$ cat src/design/assert_macros.svh
// Assertion helpers included by the core design file.
// Each macro builds one labeled concurrent assertion on a clock with an
// active-low reset that disables the check.
`ifndef ASSERT_MACROS_SVH
`define ASSERT_MACROS_SVH

// The consequent must hold in the same cycle as the antecedent.
`define ASSERT_IMPL(label, clk, rst_n, ante, cons, msg) \
	label: assert property (@(posedge clk) disable iff (!rst_n) (ante) |-> (cons)) \
		else $error(msg);

// The consequent must hold in the cycle after the antecedent.
`define ASSERT_NEXT(label, clk, rst_n, ante, cons, msg) \
	label: assert property (@(posedge clk) disable iff (!rst_n) (ante) |=> (cons)) \
		else $error(msg);

`endif

$ cat src/design/tlik_pkg.sv
// ----------------------------------------------------------------------------
// tlik_pkg: two-link inverse kinematics shared types and constants
// Sequencer states, register indexes, fixed-point constants and the CORDIC
// arctangent table.
// ----------------------------------------------------------------------------
`default_nettype none

package tlik_pkg;

	localparam int CFG_IDX_W = 3;

	localparam logic [CFG_IDX_W-1:0] REG_UPPER_LEN = 3'd0;
	localparam logic [CFG_IDX_W-1:0] REG_LOWER_LEN = 3'd1;
	localparam logic [CFG_IDX_W-1:0] REG_X_RATE    = 3'd2;
	localparam logic [CFG_IDX_W-1:0] REG_Y_RATE    = 3'd3;
	localparam logic [CFG_IDX_W-1:0] REG_X_DIR     = 3'd4;

	localparam logic [15:0] LEN_RESET  = 16'd2560;
	localparam logic [15:0] RATE_RESET = 16'd328;
	localparam logic signed [26:0] TARGET_X_RESET = 27'sd1310720;

	localparam logic signed [31:0] Q30_ONE = 32'sh4000_0000;
	localparam logic [60:0] ONE_Q60 = 61'h1000_0000_0000_0000;
	localparam logic signed [25:0] DEG16_90 = 26'sd5898240;
	localparam logic signed [34:0] NORM_LIMIT = 35'sd536870912;
	localparam int ANGLE_LIMIT = 46080;

	typedef enum logic [4:0] {
		ST_IDLE, ST_JOGX, ST_JOGY, ST_TY, ST_CLAMP, ST_SQX, ST_SQY, ST_L1S, ST_L2S,
		ST_L12, ST_NUM1, ST_DIVCHK, ST_DIVW, ST_CSQ, ST_RADIC, ST_ROOTW, ST_ACOS,
		ST_ACOSW, ST_DIST, ST_DISTW, ST_LDEN, ST_NUM2, ST_ATAN, ST_ATANW, ST_FIN
	} seq_state_t;

	typedef enum logic [1:0] {CK_IDLE, CK_NORM, CK_ROT, CK_ITER} ck_phase_t;

	typedef struct packed {
		logic start;
		logic op_sqrt;
	} ds_cmd_t;

	// atan(2^-i) in units of 2^-16 degree, rounded to nearest.
	function automatic logic [21:0] atan_deg16(input logic [4:0] i);
		logic [21:0] v;
		case (i)
			5'd0: v = 22'd2949120;
			5'd1: v = 22'd1740967;
			5'd2: v = 22'd919879;
			5'd3: v = 22'd466945;
			5'd4: v = 22'd234379;
			5'd5: v = 22'd117304;
			5'd6: v = 22'd58666;
			5'd7: v = 22'd29335;
			5'd8: v = 22'd14668;
			5'd9: v = 22'd7334;
			5'd10: v = 22'd3667;
			5'd11: v = 22'd1833;
			5'd12: v = 22'd917;
			5'd13: v = 22'd458;
			5'd14: v = 22'd229;
			5'd15: v = 22'd115;
			5'd16: v = 22'd57;
			5'd17: v = 22'd29;
			5'd18: v = 22'd14;
			5'd19: v = 22'd7;
			5'd20: v = 22'd4;
			5'd21: v = 22'd2;
			5'd22: v = 22'd1;
			default: v = 22'd0;
		endcase
		return v;
	endfunction

endpackage

`default_nettype wire

$ cat src/design/tlik_cordic.sv
// ----------------------------------------------------------------------------
// tlik_cordic: iterative vectoring CORDIC for atan2
// Normalizes the operands one doubling per cycle, pre-rotates into the right
// half plane, then runs one micro-rotation per cycle. Angle in 2^-16 degree.
// ----------------------------------------------------------------------------
`default_nettype none

module tlik_cordic #(
	parameter int STEPS = 16
) (
	input  wire logic               clk,
	input  wire logic               arst_n,
	input  wire logic               start,
	input  wire logic signed [31:0] y_in,
	input  wire logic signed [31:0] x_in,
	output logic                    done,
	output logic signed [25:0]      angle
);

	localparam int IW = $clog2(STEPS);
	localparam logic [IW-1:0] I_LAST = IW'(STEPS - 1);

	tlik_pkg::ck_phase_t phase_q, phase_d;
	logic signed [34:0] x_q, y_q, dx, dy;
	logic signed [25:0] z_q, tbl;
	logic [IW-1:0] i_q;
	logic done_q, below_lim, in_zero;

	always_comb begin
		below_lim = (x_q > -tlik_pkg::NORM_LIMIT) && (x_q < tlik_pkg::NORM_LIMIT) &&
			(y_q > -tlik_pkg::NORM_LIMIT) && (y_q < tlik_pkg::NORM_LIMIT);
		in_zero = (x_in == 32'sd0) && (y_in == 32'sd0);
		dx = y_q >>> i_q;
		dy = x_q >>> i_q;
		tbl = $signed({4'b0, tlik_pkg::atan_deg16(5'(i_q))});
	end

	always_comb begin
		phase_d = phase_q;
		case (phase_q)
			tlik_pkg::CK_IDLE: begin
				if (start && !in_zero) phase_d = tlik_pkg::CK_NORM;
			end
			tlik_pkg::CK_NORM: begin
				if (!below_lim) phase_d = tlik_pkg::CK_ROT;
			end
			tlik_pkg::CK_ROT: phase_d = tlik_pkg::CK_ITER;
			tlik_pkg::CK_ITER: begin
				if (i_q == I_LAST) phase_d = tlik_pkg::CK_IDLE;
			end
			default: phase_d = tlik_pkg::CK_IDLE;
		endcase
	end

	always_ff @(posedge clk or negedge arst_n) begin
		if (!arst_n) begin
			phase_q <= tlik_pkg::CK_IDLE;
			done_q <= 1'b0;
			i_q <= '0;
		end else begin
			phase_q <= phase_d;
			done_q <= (phase_q == tlik_pkg::CK_IDLE && start && in_zero) ||
				(phase_q == tlik_pkg::CK_ITER && i_q == I_LAST);
			if (phase_q == tlik_pkg::CK_ITER) i_q <= i_q + IW'(1);
			else i_q <= '0;
		end
	end

	always_ff @(posedge clk) begin
		case (phase_q)
			tlik_pkg::CK_IDLE: begin
				if (start) begin
					x_q <= 35'(x_in);
					y_q <= 35'(y_in);
					z_q <= '0;
				end
			end
			tlik_pkg::CK_NORM: begin
				if (below_lim) begin
					x_q <= x_q <<< 1;
					y_q <= y_q <<< 1;
				end
			end
			tlik_pkg::CK_ROT: begin
				// Quarter turn into the right half plane.
				if (x_q < 35'sd0) begin
					if (y_q >= 35'sd0) begin
						x_q <= y_q;
						y_q <= -x_q;
						z_q <= tlik_pkg::DEG16_90;
					end else begin
						x_q <= -y_q;
						y_q <= x_q;
						z_q <= -tlik_pkg::DEG16_90;
					end
				end
			end
			tlik_pkg::CK_ITER: begin
				if (y_q >= 35'sd0) begin
					x_q <= x_q + dx;
					y_q <= y_q - dy;
					z_q <= z_q + tbl;
				end else begin
					x_q <= x_q - dx;
					y_q <= y_q + dy;
					z_q <= z_q - tbl;
				end
			end
			default: begin
			end
		endcase
	end

	assign done = done_q;
	assign angle = z_q;

endmodule

`default_nettype wire

$ cat config.mk
export PLATFORM = sky130hd
export DESIGN_NAME = tlik_cordic
export DESIGN_NICKNAME = d
export VERILOG_FILES = /design/src/design/assert_macros.svh /design/src/design/tlik_pkg.sv /design/src/design/tlik_cordic.sv
export SDC_FILE = /design/constraint.sdc
export NUM_CORES = 1
export LEC_CHECK = 0
export ABC_AREA = 0
export BUFFER_PORTS_ARGS = -buffer_cell sky130_fd_sc_hd__buf_4
export CORE_MARGIN = 2
export CORE_UTILIZATION = 53
export CTS_BUF_LIST = sky130_fd_sc_hd__clkbuf_8
export CTS_CLUSTER_SIZE = 16
export DETAILED_ROUTE_END_ITERATION = 16
export PLACE_DENSITY = 0.77
export REMOVE_ABC_BUFFERS = 1
export SLEW_MARGIN = 5
export SYNTH_ARGS = -nofsm -noshare
export SYNTH_HDL_FRONTEND = slang
export SYNTH_SLANG_ARGS = --single-unit
export TNS_END_PERCENT = 50
$ cat constraint.sdc
create_clock -name clk -period 6.65 [get_ports clk]
set_clock_uncertainty 0.2 [all_clocks]
set_input_delay 1.33 -clock clk [delete_from_list [all_inputs] [get_ports clk]]
set_output_delay 1.33 -clock clk [all_outputs]
set_load 0.05 [all_outputs]
# Word level (Yosys, flattened, before mapping)
# Memories as Yosys holds them, arrays and structs flattened.
# Cells that the tools add are included.
[word_totals]
in_bits = 67
mem_bits_ro = 352
elab_cells = 73
regBits = 103
memories = 1
[op_classes]
shift = 2
n_addsub = 9
n_eq_ne = 10
order_cmp = 6
mux = 22
n_reduce_logical = 17
[memory_table]
columns = ["memory", "words", "word_bits", "rd", "rd_ports_with_merged_regs", "write_ports", "line", "text"]
rows = [
  ["(name not given)", 16, 22, 1, 0, 0, "tlik_pkg.sv:44", "case (i)"],
]
[ops]
columns = ["operator", "n"]
rows = [
  ["2-to-1 mux 35 bit", 10],
  ["case mux 35 bit (4 select lines)", 2],
  ["2-to-1 mux 26 bit", 4],
  ["case mux 26 bit (3 select lines)", 1],
  ["adder 35 bit", 2],
  ["greater-than comparator 35 x 30 -> 1 bit, second input constant", 2],
  ["< comparator 35 x 31 -> 1 bit, second input constant", 2],
  ["negator 35 bit", 2],
  [">>> shifter 35 x 4 -> 35 bit", 2],
  ["subtractor 35 bit", 2],
  ["zero test 32 bit", 2],
  ["greater-or-equal comparator 35 x 1 -> 1 bit, second input constant", 1],
  ["< comparator 35 x 1 -> 1 bit, second input constant", 1],
  ["adder 26 x 23 -> 26 bit", 1],
  ["subtractor 26 x 23 -> 26 bit", 1],
  ["!= test 2 bit, second input constant", 6],
  ["AND reduction 3 bit", 3],
  ["logical AND 1 bit", 8],
  ["case mux 2 bit (4 select lines)", 1],
  ["2-to-1 mux 2 bit", 3],
  ["adder 4 x 1 -> 4 bit, second input constant", 1],
  ["== test 2 bit, second input constant", 2],
  ["== test 4 bit, second input constant", 1],
  ["2-to-1 mux 4 bit", 1],
  ["5 further kinds", 5],
]

# Logic depth before layout (Yosys ltp)
[logic_depth]
ltp_word = 6
mapped_depth = 28

# Least setup slack after synthesis
# No wires, ideal clock.
[synth_path]
kind = "register -> register"
from = "reg i_q[2]"
to = "reg y_q[31] (data pin)"
n_path_buf = 9
t_arrival_ps = 6505
setup_time_ps = 136
period_less_slack_ps = 6841
required_time_ps = 6314
path_stages_with_launch = 29
path_slack_ps = -191
path_cell_list = "dfrtp_1 > buf_2 > buf_2 > buf_2 > buf_2 > clkbuf_1 > clkbuf_1 > buf_1 > clkbuf_1 > buf_1 > o21ai_0 > ha_1 > inv_1 > and4bb_2 > nand4_1 > o21ai_0 > mux4_2 > o21ai_0 > ha_1 > a21o_1 > a21o_1 > a21o_1 > o2bb2ai_1 > a311oi_1 > o21ai_0 > nand2_1 > a21boi_0 > or4b_2 > nand3_1"
[synth_via]
elab_chain_len = 4
word_cells_on_any_way = 5
classes_between = "add/sub (2); shift (1); mux (2)"
[synth_rtl]
columns = ["item", "line", "text"]
rows = [
  ["start: declaration", "tlik_cordic.sv:26", "logic [IW-1:0] i_q;"],
  ["start signal: assignment", "tlik_cordic.sv:64", "if (phase_q == tlik_pkg::CK_ITER) i_q <= i_q + IW'(1);"],
  [">>> shifter 35 x 4 -> 35 bit (*)", "tlik_cordic.sv:34", "dy = x_q >>> i_q;"],
  ["adder 35 bit / subtractor 35 bit (equally long branches)", "tlik_cordic.sv:105, tlik_cordic.sv:101", ""],
  ["2-to-1 mux 35 bit (*)", "tlik_cordic.sv:99", "if (y_q >= 35'sd0) begin"],
  ["case mux 35 bit (4 select lines) (*)", "tlik_cordic.sv:70", "case (phase_q)"],
  ["end signal: assignment", "tlik_cordic.sv:74", "y_q <= 35'(y_in);"],
  ["end signal: assignment", "tlik_cordic.sv:101", "y_q <= y_q - dy;"],
  ["end signal: assignment", "tlik_cordic.sv:105", "y_q <= y_q + dy;"],
  ["end: declaration", "tlik_cordic.sv:24", "logic signed [34:0] x_q, y_q, dx, dy;"],
]
# Mark *: on every way between the ends. The rest lies on a longest branch, timed or not.
# A chain may end at the register's enable or synchronous reset.

# Worst setup path in the final report
[layout_path]
from = "reg x_q[13]"
to = "reg y_q[32] (data pin)"
[layout_via]
elab_chain_len = 4
word_cells_on_any_way = 8
classes_between = "add/sub (3); shift (1); mux (4)"
[layout_rtl]
columns = ["item", "line", "text"]
rows = [
  ["start: declaration", "tlik_cordic.sv:24", ""],
  ["start signal: assignment", "tlik_cordic.sv:73", "x_q <= 35'(x_in);"],
  ["start signal: assignment", "tlik_cordic.sv:80", "x_q <= x_q <<< 1;"],
  ["start signal: assignment", "tlik_cordic.sv:88", "x_q <= y_q;"],
  [">>> shifter 35 x 4 -> 35 bit / negator 35 bit (equally long branches)", "tlik_cordic.sv:34, tlik_cordic.sv:89", ""],
  ["adder 35 bit (tied with other cells)", "tlik_cordic.sv:105", ""],
  ["2-to-1 mux 35 bit, on equally long branches", "tlik_cordic.sv:99, tlik_cordic.sv:86", ""],
  ["case mux 35 bit (4 select lines) (*)", "tlik_cordic.sv:70", ""],
]
# Mark *: on every way between the ends. The rest lies on a longest branch, timed or not. The select of a mux whose other input is x is not followed.

==> impl_results.md <==
* GR Overflow Total at 0
* Setup-violating endpoint count in the final report at 0
* Average cell area after synthesis at a little over 8 µm²
* Maximum clock insertion buffer count at 2
* Distinct cell type count after synthesis at 96
* Residual DRC at 0
* Data required time at the worst endpoint at 6.66 ns
* Clock tree root driver cell: clkbuf_8
* Crit share post-route at 0.981
* Pin count of the biggest net entering global routing at between 150 and 200
* Number of placed instances with taps included at 2684
* Final sum of negative setup slack at 0 ns
* Gr usage total at 0.379
* Count of input and output buffers at 93
* Flip-flop and latch count after synthesis at 103
* Maximum frequency from static timing analysis at around 150 MHz
* Via count of the routed design at 19.1k
* Library cell occupying the most area in the post-synthesis netlist: edfxtp_1
* Total CTS buffers at 9
* Hold Path Origin: phase_q[1]
* Detailed Route WL at 68900 µm
* Initial DRT Pass Iterations at 8
* Ant. Diodes at 0
* Ranking of synthesized cells by instance count: nand2_1 (204), nor2_1 (194), a21oi_1 (166)
* I/O pin count at 94
* Sinks on the clock net at 103
* Initial antenna violation count at 1
* Total Die Area at 35600 µm²
* P&R area growth vs syn at 8.41%
* Finished Layout Cells at 2702
* Flop2flop setup slack at 0.13 ns
* Initial core utilization at 0.539
* Clock tree from TritonCTS: done
* Result of the run: finished, final reports clean
* Routed wire per std cell at 25.5 µm
* Post-synth top flop: edfxtp_1
* CP Capture Type: flop
* Part of the Yosys area used for sequential elements at 0.169
* Clock transition at path regs at roughly 0.13 ns
* Startpoint of the worst-slack reg-to-reg timing path: x_q[13]
* Max Fanout on Critical Path at 11
* Most common cell in the netlist: nand2_1
* First-pass GRT wire length at 105000 µm
* Count of nets after finishing at 2432
* Detail Placement HPWL at 52000 µm
* Rel. slew slack at 0.245
* Synth top area share at 0.159
* DIE HEIGHT at 189 µm
* Row count at 67
* Worst reg2reg path endpoint: y_q[32]
* Post-layout minimum cycle time at 6.52 ns
* Hold-fix buffer count after cts at 0
* CP startpoint: x_q[13]
* Syn. warnings at 0
* Proportion of layout cells with a drive suffix above 1 at 0.165
* Core region area at approximately 34000 µm²
* Count of routing violations after the opening detailed-route iteration at approximately 2.5k
* Vias in the first global route at 17.9k
* Number of maximum-capacitance constraint violations at 0
* Element type at the critical path start: flop
* Crit Path Category: reg2reg
* DRT antenna net count at 0
* Top cells by area, synth: edfxtp_1 (16%), mux4_2 (9.0%), ha_1 (7.8%), xnor2_1 (6.4%), a21oi_1 (4.6%)
* H-tree levels at 3
* Max-slew violations at 0
* R2R cell count at 19
* Vias per cell at 7.08
* Die Span X at 189 µm
* Count of flip-flops with a built-in enable after synthesis at 96
* Setup repair after global routing missed its margin: no
* Async S/R FF share, synth at 0.0680
* Worst path arrival time at around 6.5 ns
* RD Place Congestion at 1.02
* Path class of the lowest-slack min-delay path: reg2reg
* Insertion delay to the later sink of the worst-skew pair at 0.47 ns
* Post-Syn Instances at 2239
* Worst Max-Slew Pin Slew at 1.13 ns
* Worst setup path endpoint: y_q[32]
* Post-synthesis instance area at 18100 µm²
* Hold violation count in the final report at 0
[sequential cells by signal, summed over array words and instances, names as in the netlist]
register and flops:
phase_q 2, angle 26, done 1, y_q 35, x_q 35, i_q 4
[kinds of logic after synthesis]
kind of cell | count (synthesis) | synth area share
multiplexers | 186 | 0.157
adder cells (fa/ha/maj) | 116 | 0.0815
buffers and inverters | 259 | 0.0576
AND/OR/NAND/NOR | 690 | 0.185
flip-flops | 103 | 0.169
AO/OA/AOI/OAI | 673 | 0.247
XOR/XNOR | 212 | 0.103
[placed cells by master (no fill, tap or decap), types with 13 or more instances in the layout]
cell      synthesis  final
or2_2            13     13
nand2_1         204    204
nor2_1          194    193
edfxtp_1         96     96
ha_1            113    109
o21ai_0         150    150
a222oi_1         45     45
o31ai_1          23     23
a31oi_1          27     27
xor2_1           78     78
xnor2_1         133    133
mux2i_1          58     58
nand4_1          18     18
mux2_2           51     51
a21o_1           46     46
a211oi_1         21     20
buf_4             3    178
and2_1           18     18
nand2b_1         32     32
o21a_1           22     22
a21oi_1         166    165
o21bai_1         16     16
nor4_1           33     32
a22oi_1          19     19
nor2b_1          19     19
nor3_1           47     47
o22ai_1          21     21
inv_1            71     70
nand3_1          41     41
and3_1           16     16
mux4_2           72     72
[worst min-delay path by stage]
| stage | to | slack [ns] | cells after the start |
|---|---|---|---|
| 6_report | phase_q[1] | 0.42 | 1 |
| 5_1_grt | phase_q[0] | 0.45 | 1 |
| 4_1_cts | phase_q[1] | 0.41 | 1 |
| 3_5_place_dp | phase_q[1] | 0.38 | 1 |
| 3_3_place_gp | phase_q[1] | 0.36 | 1 |
| 2_1_floorplan | phase_q[1] | 0.33 | 1 |
[worst max-delay path: stages (launching register included)]
cell       delay, ns
edfxtp_1        0.70
mux4_2          0.58
mux4_2          0.52
a211o_1         0.29
nand3b_4        0.16
or2_4           0.26
or3b_4          0.44
o31ai_1         0.31
xnor2_1         0.12
ha_1            0.33
inv_1           0.08
nor3_1          0.29
o2111ai_1       0.21
o21ai_0         0.52
nand2_1         0.22
o31ai_1         0.29
buf_4           0.18
a2111oi_0       0.09
a211oi_1        0.32
o21ai_0         0.13
[area by class of cell]
cell class,count,area [µm²]
sequential,103,3070
inverter,73,275
clock inverter,5,63.8
tap,448,561
multi-input combinational,1877,14000
fill,3066,13900
clock buffer,11,151
timing repair buffer,185,1450
[metal layers]
layer	up-vias	part of all wire	track usage	wire [µm]
met5	-	0.00012	0	8
met2	1359	0.42	0.565	29200
met3	205	0.14	0.110	9640
met4	2	0.044	0.163	3020
li1	8473	-	-	-
met1	9103	0.39	0.512	27100
[per-stage QoR]
stage	util	instance area [µm²]	hold WS, ns	setup slack (ns)
CTS	0.583	19500	0.413	0.0254
floorplan	-	17300	0.333	-2.24
finish	0.585	19600	0.416	0.129
global placement	0.576	19300	0.364	0.129
global route	0.585	19600	0.446	0.00470
detailed placement	0.576	19300	0.383	0.110
[timing repair]
| action | 4_1_cts | 5_1_grt |
|---|---|---|
| setup buffers | 0 | 2 |
| gates resized for setup | 0 | 9 |
| endpoints found under the setup margin | 0 | 14 |
Power is left out: the tool's default activity adds up to more than one toggle a clock period on the data nets, which glitch-free logic cannot reach.
